**config.mk**
```make
export PLATFORM = sky130hd
export DESIGN_NAME = ascii_to_unsigned_auto_base_core
export DESIGN_NICKNAME = d
export VERILOG_FILES = /design/src/hdl/atuab_pkg.sv /design/src/hdl/ascii_to_unsigned_auto_base_core.sv /design/src/hdl/atuab_step.sv
export SDC_FILE = /design/constraint.sdc
export NUM_CORES = 1
export LEC_CHECK = 0
export CAP_MARGIN = 20
export CORE_AREA = 2 2 138 140
export DETAILED_ROUTE_END_ITERATION = 16
export DIE_AREA = 0 0 140 142
export DONT_BUFFER_PORTS = 1
export PLACE_DENSITY = 0.67
export SYNTH_ARGS = -nofsm -noshare
export SYNTH_HDL_FRONTEND = slang
export SYNTH_SLANG_ARGS = --single-unit
```
**constraint.sdc**
```tcl
create_clock -name clk -period 9.46 [get_ports clk]
set_clock_uncertainty 0.2 [all_clocks]
set_input_delay 1.892 -clock clk [delete_from_list [all_inputs] [get_ports clk]]
set_output_delay 1.892 -clock clk [all_outputs]
set_load 0.1 [all_outputs]
```
**src/hdl/atuab_pkg.sv**
```systemverilog
// ----------------------------------------------------------------------------
// atuab_pkg
// shared types, phase codes and character constants for the text to
// unsigned converter
// ----------------------------------------------------------------------------
package atuab_pkg;

    localparam int BASE_BITS = 6;
    localparam int CHAR_BITS = 8;
    localparam int OUT_BITS  = 32;

    localparam logic [1:0] PH_START = 2'd0;
    localparam logic [1:0] PH_SEEK  = 2'd1;
    localparam logic [1:0] PH_ZERO  = 2'd2;
    localparam logic [1:0] PH_SCAN  = 2'd3;

    localparam logic [BASE_BITS-1:0] BASE_NONE = 6'd0;
    localparam logic [BASE_BITS-1:0] BASE_MIN  = 6'd2;
    localparam logic [BASE_BITS-1:0] BASE_MAX  = 6'd36;
    localparam logic [BASE_BITS-1:0] BASE_OCT  = 6'd8;
    localparam logic [BASE_BITS-1:0] BASE_DEC  = 6'd10;
    localparam logic [BASE_BITS-1:0] BASE_HEX  = 6'd16;
    localparam logic [BASE_BITS-1:0] NOT_DIGIT = 6'd63;

    localparam logic [CHAR_BITS-1:0] CH_ZERO  = 8'h30;
    localparam logic [CHAR_BITS-1:0] CH_ONE   = 8'h31;
    localparam logic [CHAR_BITS-1:0] CH_NINE  = 8'h39;
    localparam logic [CHAR_BITS-1:0] CH_LA    = 8'h61;
    localparam logic [CHAR_BITS-1:0] CH_LZ    = 8'h7a;
    localparam logic [CHAR_BITS-1:0] CH_UA    = 8'h41;
    localparam logic [CHAR_BITS-1:0] CH_UZ    = 8'h5a;
    localparam logic [CHAR_BITS-1:0] CH_LX    = 8'h78;
    localparam logic [CHAR_BITS-1:0] CH_UX    = 8'h58;
    localparam logic [CHAR_BITS-1:0] LETTER_OFS = 8'd10;

    typedef struct packed {
        logic [1:0]           phase;
        logic [BASE_BITS-1:0] base;
    } parse_state_t;

    function automatic logic [BASE_BITS-1:0] digit_of(input logic [CHAR_BITS-1:0] c);
        logic [CHAR_BITS-1:0] t;
        begin
            t = {CHAR_BITS{1'b1}};
            if (c >= CH_ZERO && c <= CH_NINE)
            begin
                t = c - CH_ZERO;
            end
            else if (c >= CH_LA && c <= CH_LZ)
            begin
                t = c - CH_LA + LETTER_OFS;
            end
            else if (c >= CH_UA && c <= CH_UZ)
            begin
                t = c - CH_UA + LETTER_OFS;
            end
            if (t == {CHAR_BITS{1'b1}})
            begin
                digit_of = NOT_DIGIT;
            end
            else
            begin
                digit_of = t[BASE_BITS-1:0];
            end
        end
    endfunction

endpackage

```
**src/hdl/ascii_to_unsigned_auto_base_core.sv**
```systemverilog
// ----------------------------------------------------------------------------
// ascii_to_unsigned_auto_base_core
// streaming text to unsigned converter with automatic base detection
// ----------------------------------------------------------------------------
// the input stalls only while a finished word waits on a stalled output
// throughput: otherwise one character per cycle, set by the single
//   multiply-add of accumulator by base between input and state registers
// reset: asynchronous, clears the parse state, the base register and the
//   valid flags of both word registers at once; no clearing pass
module ascii_to_unsigned_auto_base_core #(
    parameter int VALUE_BITS = 32
) (
    input  logic        clk,
    input  logic        rst_n,
    input  logic        in_valid,
    output logic        in_stall,
    input  logic [7:0]  char_code,
    input  logic        is_last,
    output logic        out_valid,
    input  logic        out_stall,
    output logic [31:0] parsed_value,
    input  logic        cfg_valid,
    output logic        cfg_ready,
    input  logic [5:0]  cfg_data
);
    import atuab_pkg::*;

    logic                  hold_valid_reg, hold_valid_next;
    logic [CHAR_BITS-1:0]  char_reg;
    logic                  last_reg;
    logic [BASE_BITS-1:0]  base_sel_reg;
    parse_state_t          state_reg, state_next, step_state;
    logic [VALUE_BITS-1:0] acc_reg, acc_next, step_acc;
    logic                  out_valid_reg, out_valid_next;
    logic [OUT_BITS-1:0]   out_value_reg;
    logic                  fire;
    logic                  in_take;

    atuab_step #(
        .VALUE_BITS(VALUE_BITS)
    ) u_step (
        .state      (state_reg),
        .acc        (acc_reg),
        .char_code  (char_reg),
        .base_select(base_sel_reg),
        .state_next (step_state),
        .acc_next   (step_acc)
    );

    assign fire      = hold_valid_reg && (!last_reg || !out_valid_reg || !out_stall);
    assign in_stall  = hold_valid_reg && !fire;
    assign in_take   = in_valid && !in_stall;
    assign cfg_ready = 1'b1;

    assign out_valid    = out_valid_reg;
    assign parsed_value = out_value_reg;

    always_comb
    begin
        hold_valid_next = hold_valid_reg;
        if (in_take)
        begin
            hold_valid_next = 1'b1;
        end
        else if (fire)
        begin
            hold_valid_next = 1'b0;
        end

        state_next = state_reg;
        acc_next   = acc_reg;
        if (fire)
        begin
            if (last_reg)
            begin
                state_next.phase = PH_START;
                state_next.base  = BASE_NONE;
                acc_next         = '0;
            end
            else
            begin
                state_next = step_state;
                acc_next   = step_acc;
            end
        end

        out_valid_next = out_valid_reg;
        if (fire && last_reg)
        begin
            out_valid_next = 1'b1;
        end
        else if (!out_stall)
        begin
            out_valid_next = 1'b0;
        end
    end

    always_ff @(posedge clk or negedge rst_n)
    begin
        if (!rst_n)
        begin
            hold_valid_reg  <= 1'b0;
            out_valid_reg   <= 1'b0;
            base_sel_reg    <= BASE_NONE;
            state_reg.phase <= PH_START;
            state_reg.base  <= BASE_NONE;
            acc_reg         <= '0;
        end
        else
        begin
            hold_valid_reg <= hold_valid_next;
            out_valid_reg  <= out_valid_next;
            state_reg      <= state_next;
            acc_reg        <= acc_next;
            if (cfg_valid && cfg_ready)
            begin
                base_sel_reg <= cfg_data;
            end
        end
    end

    // payload registers
    always_ff @(posedge clk)
    begin
        if (in_take)
        begin
            char_reg <= char_code;
            last_reg <= is_last;
        end
        if (fire && last_reg)
        begin
            out_value_reg <= OUT_BITS'(step_acc);
        end
    end

endmodule

```
**src/hdl/atuab_step.sv**
```systemverilog
// ----------------------------------------------------------------------------
// atuab_step
// next-state logic for one character: prefix handling, digit decode and
// the multiply-add of the accumulator
// ----------------------------------------------------------------------------
module atuab_step #(
    parameter int VALUE_BITS = 32
) (
    input  atuab_pkg::parse_state_t       state,
    input  logic [VALUE_BITS-1:0]         acc,
    input  logic [7:0]                    char_code,
    input  logic [5:0]                    base_select,
    output atuab_pkg::parse_state_t       state_next,
    output logic [VALUE_BITS-1:0]         acc_next
);
    import atuab_pkg::*;

    logic [BASE_BITS-1:0]  digit;
    logic [BASE_BITS-1:0]  eff_base;
    logic                  take;
    logic                  base_ok;
    logic [VALUE_BITS-1:0] acc_in;
    logic [VALUE_BITS-1:0] mac;
    logic                  is_zero;
    logic                  is_nz_dec;
    logic                  is_x;

    assign digit     = digit_of(char_code);
    assign is_zero   = (char_code == CH_ZERO);
    assign is_nz_dec = (char_code >= CH_ONE) && (char_code <= CH_NINE);
    assign is_x      = (char_code == CH_LX) || (char_code == CH_UX);
    assign acc_in    = (state.phase == PH_START) ? '0 : acc;

    always_comb
    begin
        state_next = state;
        eff_base   = state.base;
        take       = 1'b0;
        unique case (state.phase)
            PH_START:
            begin
                if (base_select != BASE_NONE)
                begin
                    state_next.base  = base_select;
                    state_next.phase = PH_SCAN;
                    eff_base         = base_select;
                    take             = 1'b1;
                end
                else
                begin
                    state_next.base = BASE_NONE;
                    if (is_zero)
                    begin
                        state_next.phase = PH_ZERO;
                    end
                    else if (is_nz_dec)
                    begin
                        state_next.base  = BASE_DEC;
                        state_next.phase = PH_SCAN;
                        eff_base         = BASE_DEC;
                        take             = 1'b1;
                    end
                    else
                    begin
                        state_next.phase = PH_SEEK;
                    end
                end
            end
            PH_SEEK:
            begin
                if (is_zero)
                begin
                    state_next.phase = PH_ZERO;
                end
                else if (is_nz_dec)
                begin
                    state_next.base  = BASE_DEC;
                    state_next.phase = PH_SCAN;
                    eff_base         = BASE_DEC;
                    take             = 1'b1;
                end
            end
            PH_ZERO:
            begin
                state_next.phase = PH_SCAN;
                if (is_x)
                begin
                    state_next.base = BASE_HEX;
                end
                else
                begin
                    state_next.base = BASE_OCT;
                    eff_base        = BASE_OCT;
                    take            = 1'b1;
                end
            end
            PH_SCAN:
            begin
                take = 1'b1;
            end
            default:
            begin
                state_next = state;
            end
        endcase
    end

    assign base_ok  = (eff_base >= BASE_MIN) && (eff_base <= BASE_MAX) && (digit < eff_base);
    assign mac      = acc_in * VALUE_BITS'(eff_base) + VALUE_BITS'(digit);
    assign acc_next = (take && base_ok) ? mac : acc_in;

endmodule
```
Word level (Yosys, flattened, before mapping)
Cells that the tools add are included.

cells by class
  mux-type cells = 32
  reductions and logical operators = 25
  $add $sub $neg = 6
  multiply operators = 1
  eq/ne operators = 11
  order comparisons = 10

operators by type and width
  cell                 count
  $mux 32              3
  $mux 8               6
  $mux 6               7
  $add 32x6->32        1
  $mul 32x6->32        1
  $pmux 8 s3           1
  $pmux 6 s3           1
  $add 8x4->8 const B  2
  $eq 8x7->1 const B   2
  $ge 8x6->1 const B   2
  $ge 8x7->1 const B   2
  $le 8x7->1 const B   2
  $sub 8x7->8 const B  2
  $logic_and 1x1->1    11
  $eq 8x6->1 const B   1
  $eq 8x8->1 const B   1
  $le 8x6->1 const B   1
  $mux 1               8
  $sub 8x6->8 const B  1
  $ge 6x2->1 const B   1
  $le 6x6->1 const B   1
  $lt 6x6->1           1
  $mux 2               3
  $reduce_bool 6->1    1
  other kinds (16)     23

word-level totals
  bits of input ports = 20
  output and inout port bits = 35
  word-level logic and storage cells = 94
  register bits after elaboration = 89

Longest topological paths before layout
  depth in word-level cells = 12
  mapped depth = 28
  gate-level depth less buffers = 27

By module
Synthesis repeated with hierarchy kept, for this count alone.

second synthesis, totals
  cells, all modules = 1089
  area, all modules = 10252.3 um2

modules (own cells, without submodules)
  module                            seq. area each (um2)  times used  area each (um2)  cells an instance
  atuab_step                        0.0                   1           6466.2           795
  ascii_to_unsigned_auto_base_core  2432.3                1           3786.1           294

Worst setup path before layout
OpenSTA, ideal clock, no wires.

  path kind = register to register
  start point = register char_reg[1]
  end point = register out_value_reg[31], in the netlist parsed_value[31] (data pin)
  period minus slack after synthesis = 6.974 ns
  arrival = 6.520 ns
  stages on the path, launching flop included = 25
  required time = 9.006 ns
  setup slack = 2.486 ns
  path buffers = 3
  setup time = 0.254 ns
  cell sequence = edfxtp_1 buf_2 inv_1 ha_1 or4b_4 o211ai_4 or2_2 a31oi_1 clkbuf_1 clkbuf_1 nor2_1 fa_1 fa_1 fa_1 ha_1 ha_1 and3_1 a31o_2 a21oi_1 and2_1 o2111a_1 nor2_1 a311oi_1 xnor3_1 a21o_1

on the way
  word-level cells in the longest chain between the ends = 11
  elaborated cells between the ends (all ways) = 44
  those cells by class = 6 x add/sub; 1 x mul; 10 x order compare; 4 x eq/ne; 15 x mux; 8 x reduce/logical

ends and longest elaborated chain
  what                                                    RTL line                                 text
  from (decl)                                             ascii_to_unsigned_auto_base_core.sv:29   logic [CHAR_BITS-1:0] char_reg;
  from (signal assigned)                                  ascii_to_unsigned_auto_base_core.sv:127  char_reg <= char_code;
  branches (longest 10 deep; another with $mul 32x6->32)  --
  $mux 32 (*)                                             atuab_step.sv:110                        assign acc_next = (take && base_ok) ? mac : acc_in;
  net step_acc[31]                                        ascii_to_unsigned_auto_base_core.sv:33   logic [VALUE_BITS-1:0] acc_reg, acc_next, step_acc;
  to (signal assigned)                                    ascii_to_unsigned_auto_base_core.sv:132  out_value_reg <= OUT_BITS'(step_acc);
  to (decl)                                               ascii_to_unsigned_auto_base_core.sv:35   logic [OUT_BITS-1:0] out_value_reg;

Mark *: on every way through the listed nets, which the timed path passes.
A chain may end at the register's enable or synchronous reset.

Worst setup path in the final report
  start point = register char_reg[1]
  end point = register out_value_reg[30], in the netlist parsed_value[30] (data pin)

Same word-level chain as after synthesis.

==> flow_results.org <==
** Power
- In this run, flip-flops and latches consume 34.0% of the power.
- For this design the static power due to leakage is just under 5 nW.
- Combinational fraction of design power :: 43.8%
- IR analysis of the VDD net gives a maximum drop of roughly 0.11 mV.
- Power density over the cells :: roughly 160 nW/um^2
- Cell internal power was estimated by the tool at 0.000843 W.
- Summed over all nets, the switching power comes to 0.000813 W.
- Net switching is 49.1% of the power.
- The clock network is responsible for 22.2% of the overall power.

** Global routing
- Vias in the first global route :: 7814
- Global routing consumed, over all layers together, between 20% and 30% of the routing resources.
- Largest net degree at the start of global routing :: 49
- The initial antenna violation count came to 0.
- The first global-routing pass estimated about 42000 um of wire.
- For this run the aggregate overflow at the end of global routing stands at 0.

** Route
- In this run, the number of DRC markers left after iteration 0 of detailed routing was 523.
- WL per Instance :: 20.1 um
- DRC Markers :: 4
- After detailed routing, the total wire length is 25200 um.
- Via-per-instance ratio :: 6.22
- The pre-antenna-repair detailed-routing pass consisted of 13 iterations.
- Post-DRT Antenna Nets :: 0
- Via count :: approximately 7800

** Logic synthesis
- Synthesis handed over a netlist of 1042 instances.
- EDFF count, synth :: between 40 and 50
- Share of synthesized flip-flops with an asynchronous set or reset :: approximately 54%
- FF+latch count, synth :: 89
- The Yosys step of the flow raised 0 warnings.
- Among all flip-flop cells after synthesis, the most frequent one is sky130_fd_sc_hd__dfrtp_1.
- sky130_fd_sc_hd__fa_1 takes more of the synthesized area than any other cell.
- In this run the biggest area consumer among cell types represents ~22% of the synthesized area.
- Synthesis produced a netlist with a net count of 1256.
- The average instance in the mapped netlist occupies about 9.6 um^2.
- Post-Synthesis Cell Area :: 10000 um^2
- Area contributors post-synth :: sky130_fd_sc_hd__fa_1, sky130_fd_sc_hd__edfxtp_1, sky130_fd_sc_hd__dfrtp_1
- For this run, the register share of the synthesized area comes to between 20% and 30%.
- Synthesis instantiated 84 different standard cells from the library.

** Critical path
- Among cell families on the critical path, the largest total delay comes from adder cells.
- Counting stages on the worst path, the most repeated cell is sky130_fd_sc_hd__inv_1.
- Among all stages on the critical path, the largest delay is contributed by sky130_fd_sc_hd__o31ai_1.
- Reg-to-reg setup timing slack :: 1.58 ns
- The worst setup path is of the reg2reg kind.
- Kind of start point of the critical path :: flop
- On the worst path, the slowest cell contributes a delay of 0.78 ns.
- Data arrives at the worst endpoint at 7.79 ns.
- STA puts the critical path data required time at 9.37 ns.
- Category of the worst setup path capture point :: flop
- Together, buffers and inverters on the worst path number 6.
- Along the worst path, the maximum fanout reaches 28.

** STA
- The number of max-slew violations in the final report came to 0.
- Fmax :: 0.127 GHz
- Summed over all failing endpoints, the final setup total negative slack is 0 ns.
- For the finished layout, the period the worst path requires is 7.88 ns.
- Setup repair after global routing left no endpoint under its margin.
- Max_slew headroom :: 25.5%
- Hold violation count in the final report :: 0
- Slew at the pin closest to its max-slew limit :: 1.11 ns
- Setup violations remaining at the end of the flow were counted as 0.
- In the finished design, the share of the clock period the worst path needs comes to 83.3%.

** Die
- # rows :: 50
- Num ports :: 55
- The die is 140 um wide.
- Starting density of the core :: between 50% and 60%
- The core region is 18500 um^2.
- Vert. Die Dim :: 142 um
- DIE AREA :: around 20000 um^2

** Placement
- Post-Place Cell Area :: slightly above 10000 um^2
- Port buffering added 0 buffers.
- Summed over all nets, the half-perimeter wirelength after detailed placement is 18600 um.
- Placer Congestion :: 0.927

** Clock tree
- Once the clock tree was built, the resizer swapped 0 gates to a different size.
- Clock net sink count :: 89
- Clock-pin slew was measured on the worst setup and hold paths at approximately 0.08 ns.
- In this run the deepest clock path goes through 2 buffers.
- Number of buffers added by the clock tree synthesis step :: 9
- Clock tree from TritonCTS :: built
- Root Buffer :: sky130_fd_sc_hd__clkbuf_16
- Maximum level of the CTS H-tree :: 3
- After clock tree synthesis, the setup repair step added 0 buffers.
- CTS Hold Bufs :: 0
- The clock reaches the later pin of the worst-skew pair after roughly 0.37 ns.

** Finish
- After routing the design area is between 10000 and 15000 um^2.
- Final net count :: between 1000 and 1500
- The number of antenna diodes in the final layout is 0.
- Ratio of cells with drive above 1 in the final layout :: under 10%
- Final-layout fill cell count :: ~1600
- Summing all multi-input logic gate instances after layout gives slightly above 7000 um^2.
- In the final layout, flip-flops and latches occupy 2430 um^2.
- Area growth syn-to-layout :: 4.63%

** Status
- Failing checks :: DRC
- Result of the run :: finished with violations

** Worst hold path
- In this run the worst hold path is classified as reg2reg.

** Flow run
- Max-cap viol count :: 0
[power by group through the flow]
stage          clock network, W  registers, W  logic [W]
6_report               0.000367      0.000563   0.000725
5_1_grt                0.000389      0.000568   0.000790
4_1_cts                0.000372      0.000562   0.000714
3_5_place_dp                  0      0.000570   0.000711
3_3_place_gp                  0      0.000570   0.000706
2_1_floorplan                 0      0.000557   0.000535
[cells in the mapped netlist, types with 8 or more instances]
cell type                    n
sky130_fd_sc_hd__nor2b_1     9
sky130_fd_sc_hd__fa_1      112
sky130_fd_sc_hd__nand2b_1   10
sky130_fd_sc_hd__ha_1       82
sky130_fd_sc_hd__buf_2      10
sky130_fd_sc_hd__o21a_1      8
sky130_fd_sc_hd__o21ai_1    14
sky130_fd_sc_hd__or2_2       9
sky130_fd_sc_hd__a21o_1     28
sky130_fd_sc_hd__nand4_1     9
sky130_fd_sc_hd__xor2_1      8
sky130_fd_sc_hd__nor2_1    186
sky130_fd_sc_hd__edfxtp_1   41
sky130_fd_sc_hd__nand2_1    70
sky130_fd_sc_hd__nand3_1    29
sky130_fd_sc_hd__clkbuf_1   28
sky130_fd_sc_hd__a22o_1     22
sky130_fd_sc_hd__o21ai_0    31
sky130_fd_sc_hd__inv_1      62
sky130_fd_sc_hd__dfrtp_1    48
sky130_fd_sc_hd__xnor2_1    18
sky130_fd_sc_hd__o31ai_1     9
sky130_fd_sc_hd__a21oi_1    50
sky130_fd_sc_hd__mux2i_1     9
[cells by family (layout without fill, tap and decap cells)]
| kind of cell | after synthesis | in the layout | share of synthesized area (%) |
|---|---|---|---|
| compound gates | 236 | 236 | 17.4 |
| flops | 89 | 89 | 24.3 |
| simple gates | 366 | 366 | 16.6 |
| mux | 15 | 15 | 1.58 |
| other cells | 1 | 1 | 0.0375 |
| buf+inv | 113 | 91 | 4.67 |
| xor+xnor | 28 | 28 | 2.73 |
| fa+ha+maj | 194 | 194 | 32.7 |
[cells in the final DEF (no fill, tap or decap), types with 4 or more instances in the layout]
cell and n:
sky130_fd_sc_hd__nor2_1 184, sky130_fd_sc_hd__fa_1 112, sky130_fd_sc_hd__ha_1 82, sky130_fd_sc_hd__nand2_1 70, sky130_fd_sc_hd__inv_1 62, sky130_fd_sc_hd__a21oi_1 50
sky130_fd_sc_hd__dfrtp_1 48, sky130_fd_sc_hd__edfxtp_1 41, sky130_fd_sc_hd__o21ai_0 30, sky130_fd_sc_hd__nand3_1 29, sky130_fd_sc_hd__a21o_1 28, sky130_fd_sc_hd__a22o_1 22
sky130_fd_sc_hd__xnor2_1 18, sky130_fd_sc_hd__o21ai_1 15, sky130_fd_sc_hd__nand2b_1 10, sky130_fd_sc_hd__buf_4 10, sky130_fd_sc_hd__nor2b_1 9, sky130_fd_sc_hd__or2_2 9
sky130_fd_sc_hd__o31ai_1 9, sky130_fd_sc_hd__nand4_1 9, sky130_fd_sc_hd__mux2i_1 9, sky130_fd_sc_hd__clkbuf_16 9, sky130_fd_sc_hd__o21a_1 8, sky130_fd_sc_hd__xor2_1 8
sky130_fd_sc_hd__nor3_1 7, sky130_fd_sc_hd__and3_1 7, sky130_fd_sc_hd__mux2_2 6, sky130_fd_sc_hd__o211ai_1 5, sky130_fd_sc_hd__a31o_2 5, sky130_fd_sc_hd__or3_1 5
sky130_fd_sc_hd__and2_1 5, sky130_fd_sc_hd__a32o_1 5, sky130_fd_sc_hd__nor3b_1 4, sky130_fd_sc_hd__a211oi_1 4, sky130_fd_sc_hd__a311oi_1 4, sky130_fd_sc_hd__or4_1 4
[metal layers]
metal	share of wire [%]	GRT usage (%)
met5	0	0
met3	5.5	3.43
met1	45	38.5
met2	47	42.8
met4	2.0	7.87
[final timing paths]
check	startpoint	endpoint	depth (start not counted)
max in group asynchronous	rst_n	acc_reg[6]$_DFFE_PN0P_	0
min	acc_reg[19]$_DFFE_PN0P_	acc_reg[19]$_DFFE_PN0P_	1
min in group asynchronous	rst_n	acc_reg[28]$_DFFE_PN0P_	0
max reg2reg	char_reg[1]$_DFFE_PP_	parsed_value[30]$_DFFE_PP_	27
min reg2reg	acc_reg[19]$_DFFE_PN0P_	acc_reg[19]$_DFFE_PN0P_	1
max	char_reg[1]$_DFFE_PP_	parsed_value[30]$_DFFE_PP_	27
[final cells by class]
cell class | instances | area share (%)
inverters | 65 | 2.33
well taps | 234 | 2.80
multi-input cells | 840 | 68.1
clock inverters | 7 | 0.682
clock buffers | 9 | 2.15
flip-flops and latches | 89 | 23.3
repair buffers | 10 | 0.718
[stage by stage]
step                hold slack, ns  worst slack (ns)  utilization (%)  std cells  total power [W]
global placement             0.268              1.83             55.1       1238          0.00128
detailed placement           0.282              1.71             55.1       1238          0.00128
global route                 0.321              1.07             56.7       1254          0.00175
finish                       0.304              1.58             56.7       1254          0.00166
floorplan                    0.250              2.49                -       1042          0.00109
CTS                          0.300              1.67             56.7       1254          0.00165
No activity file was read; power rests on OpenSTA's default activity.
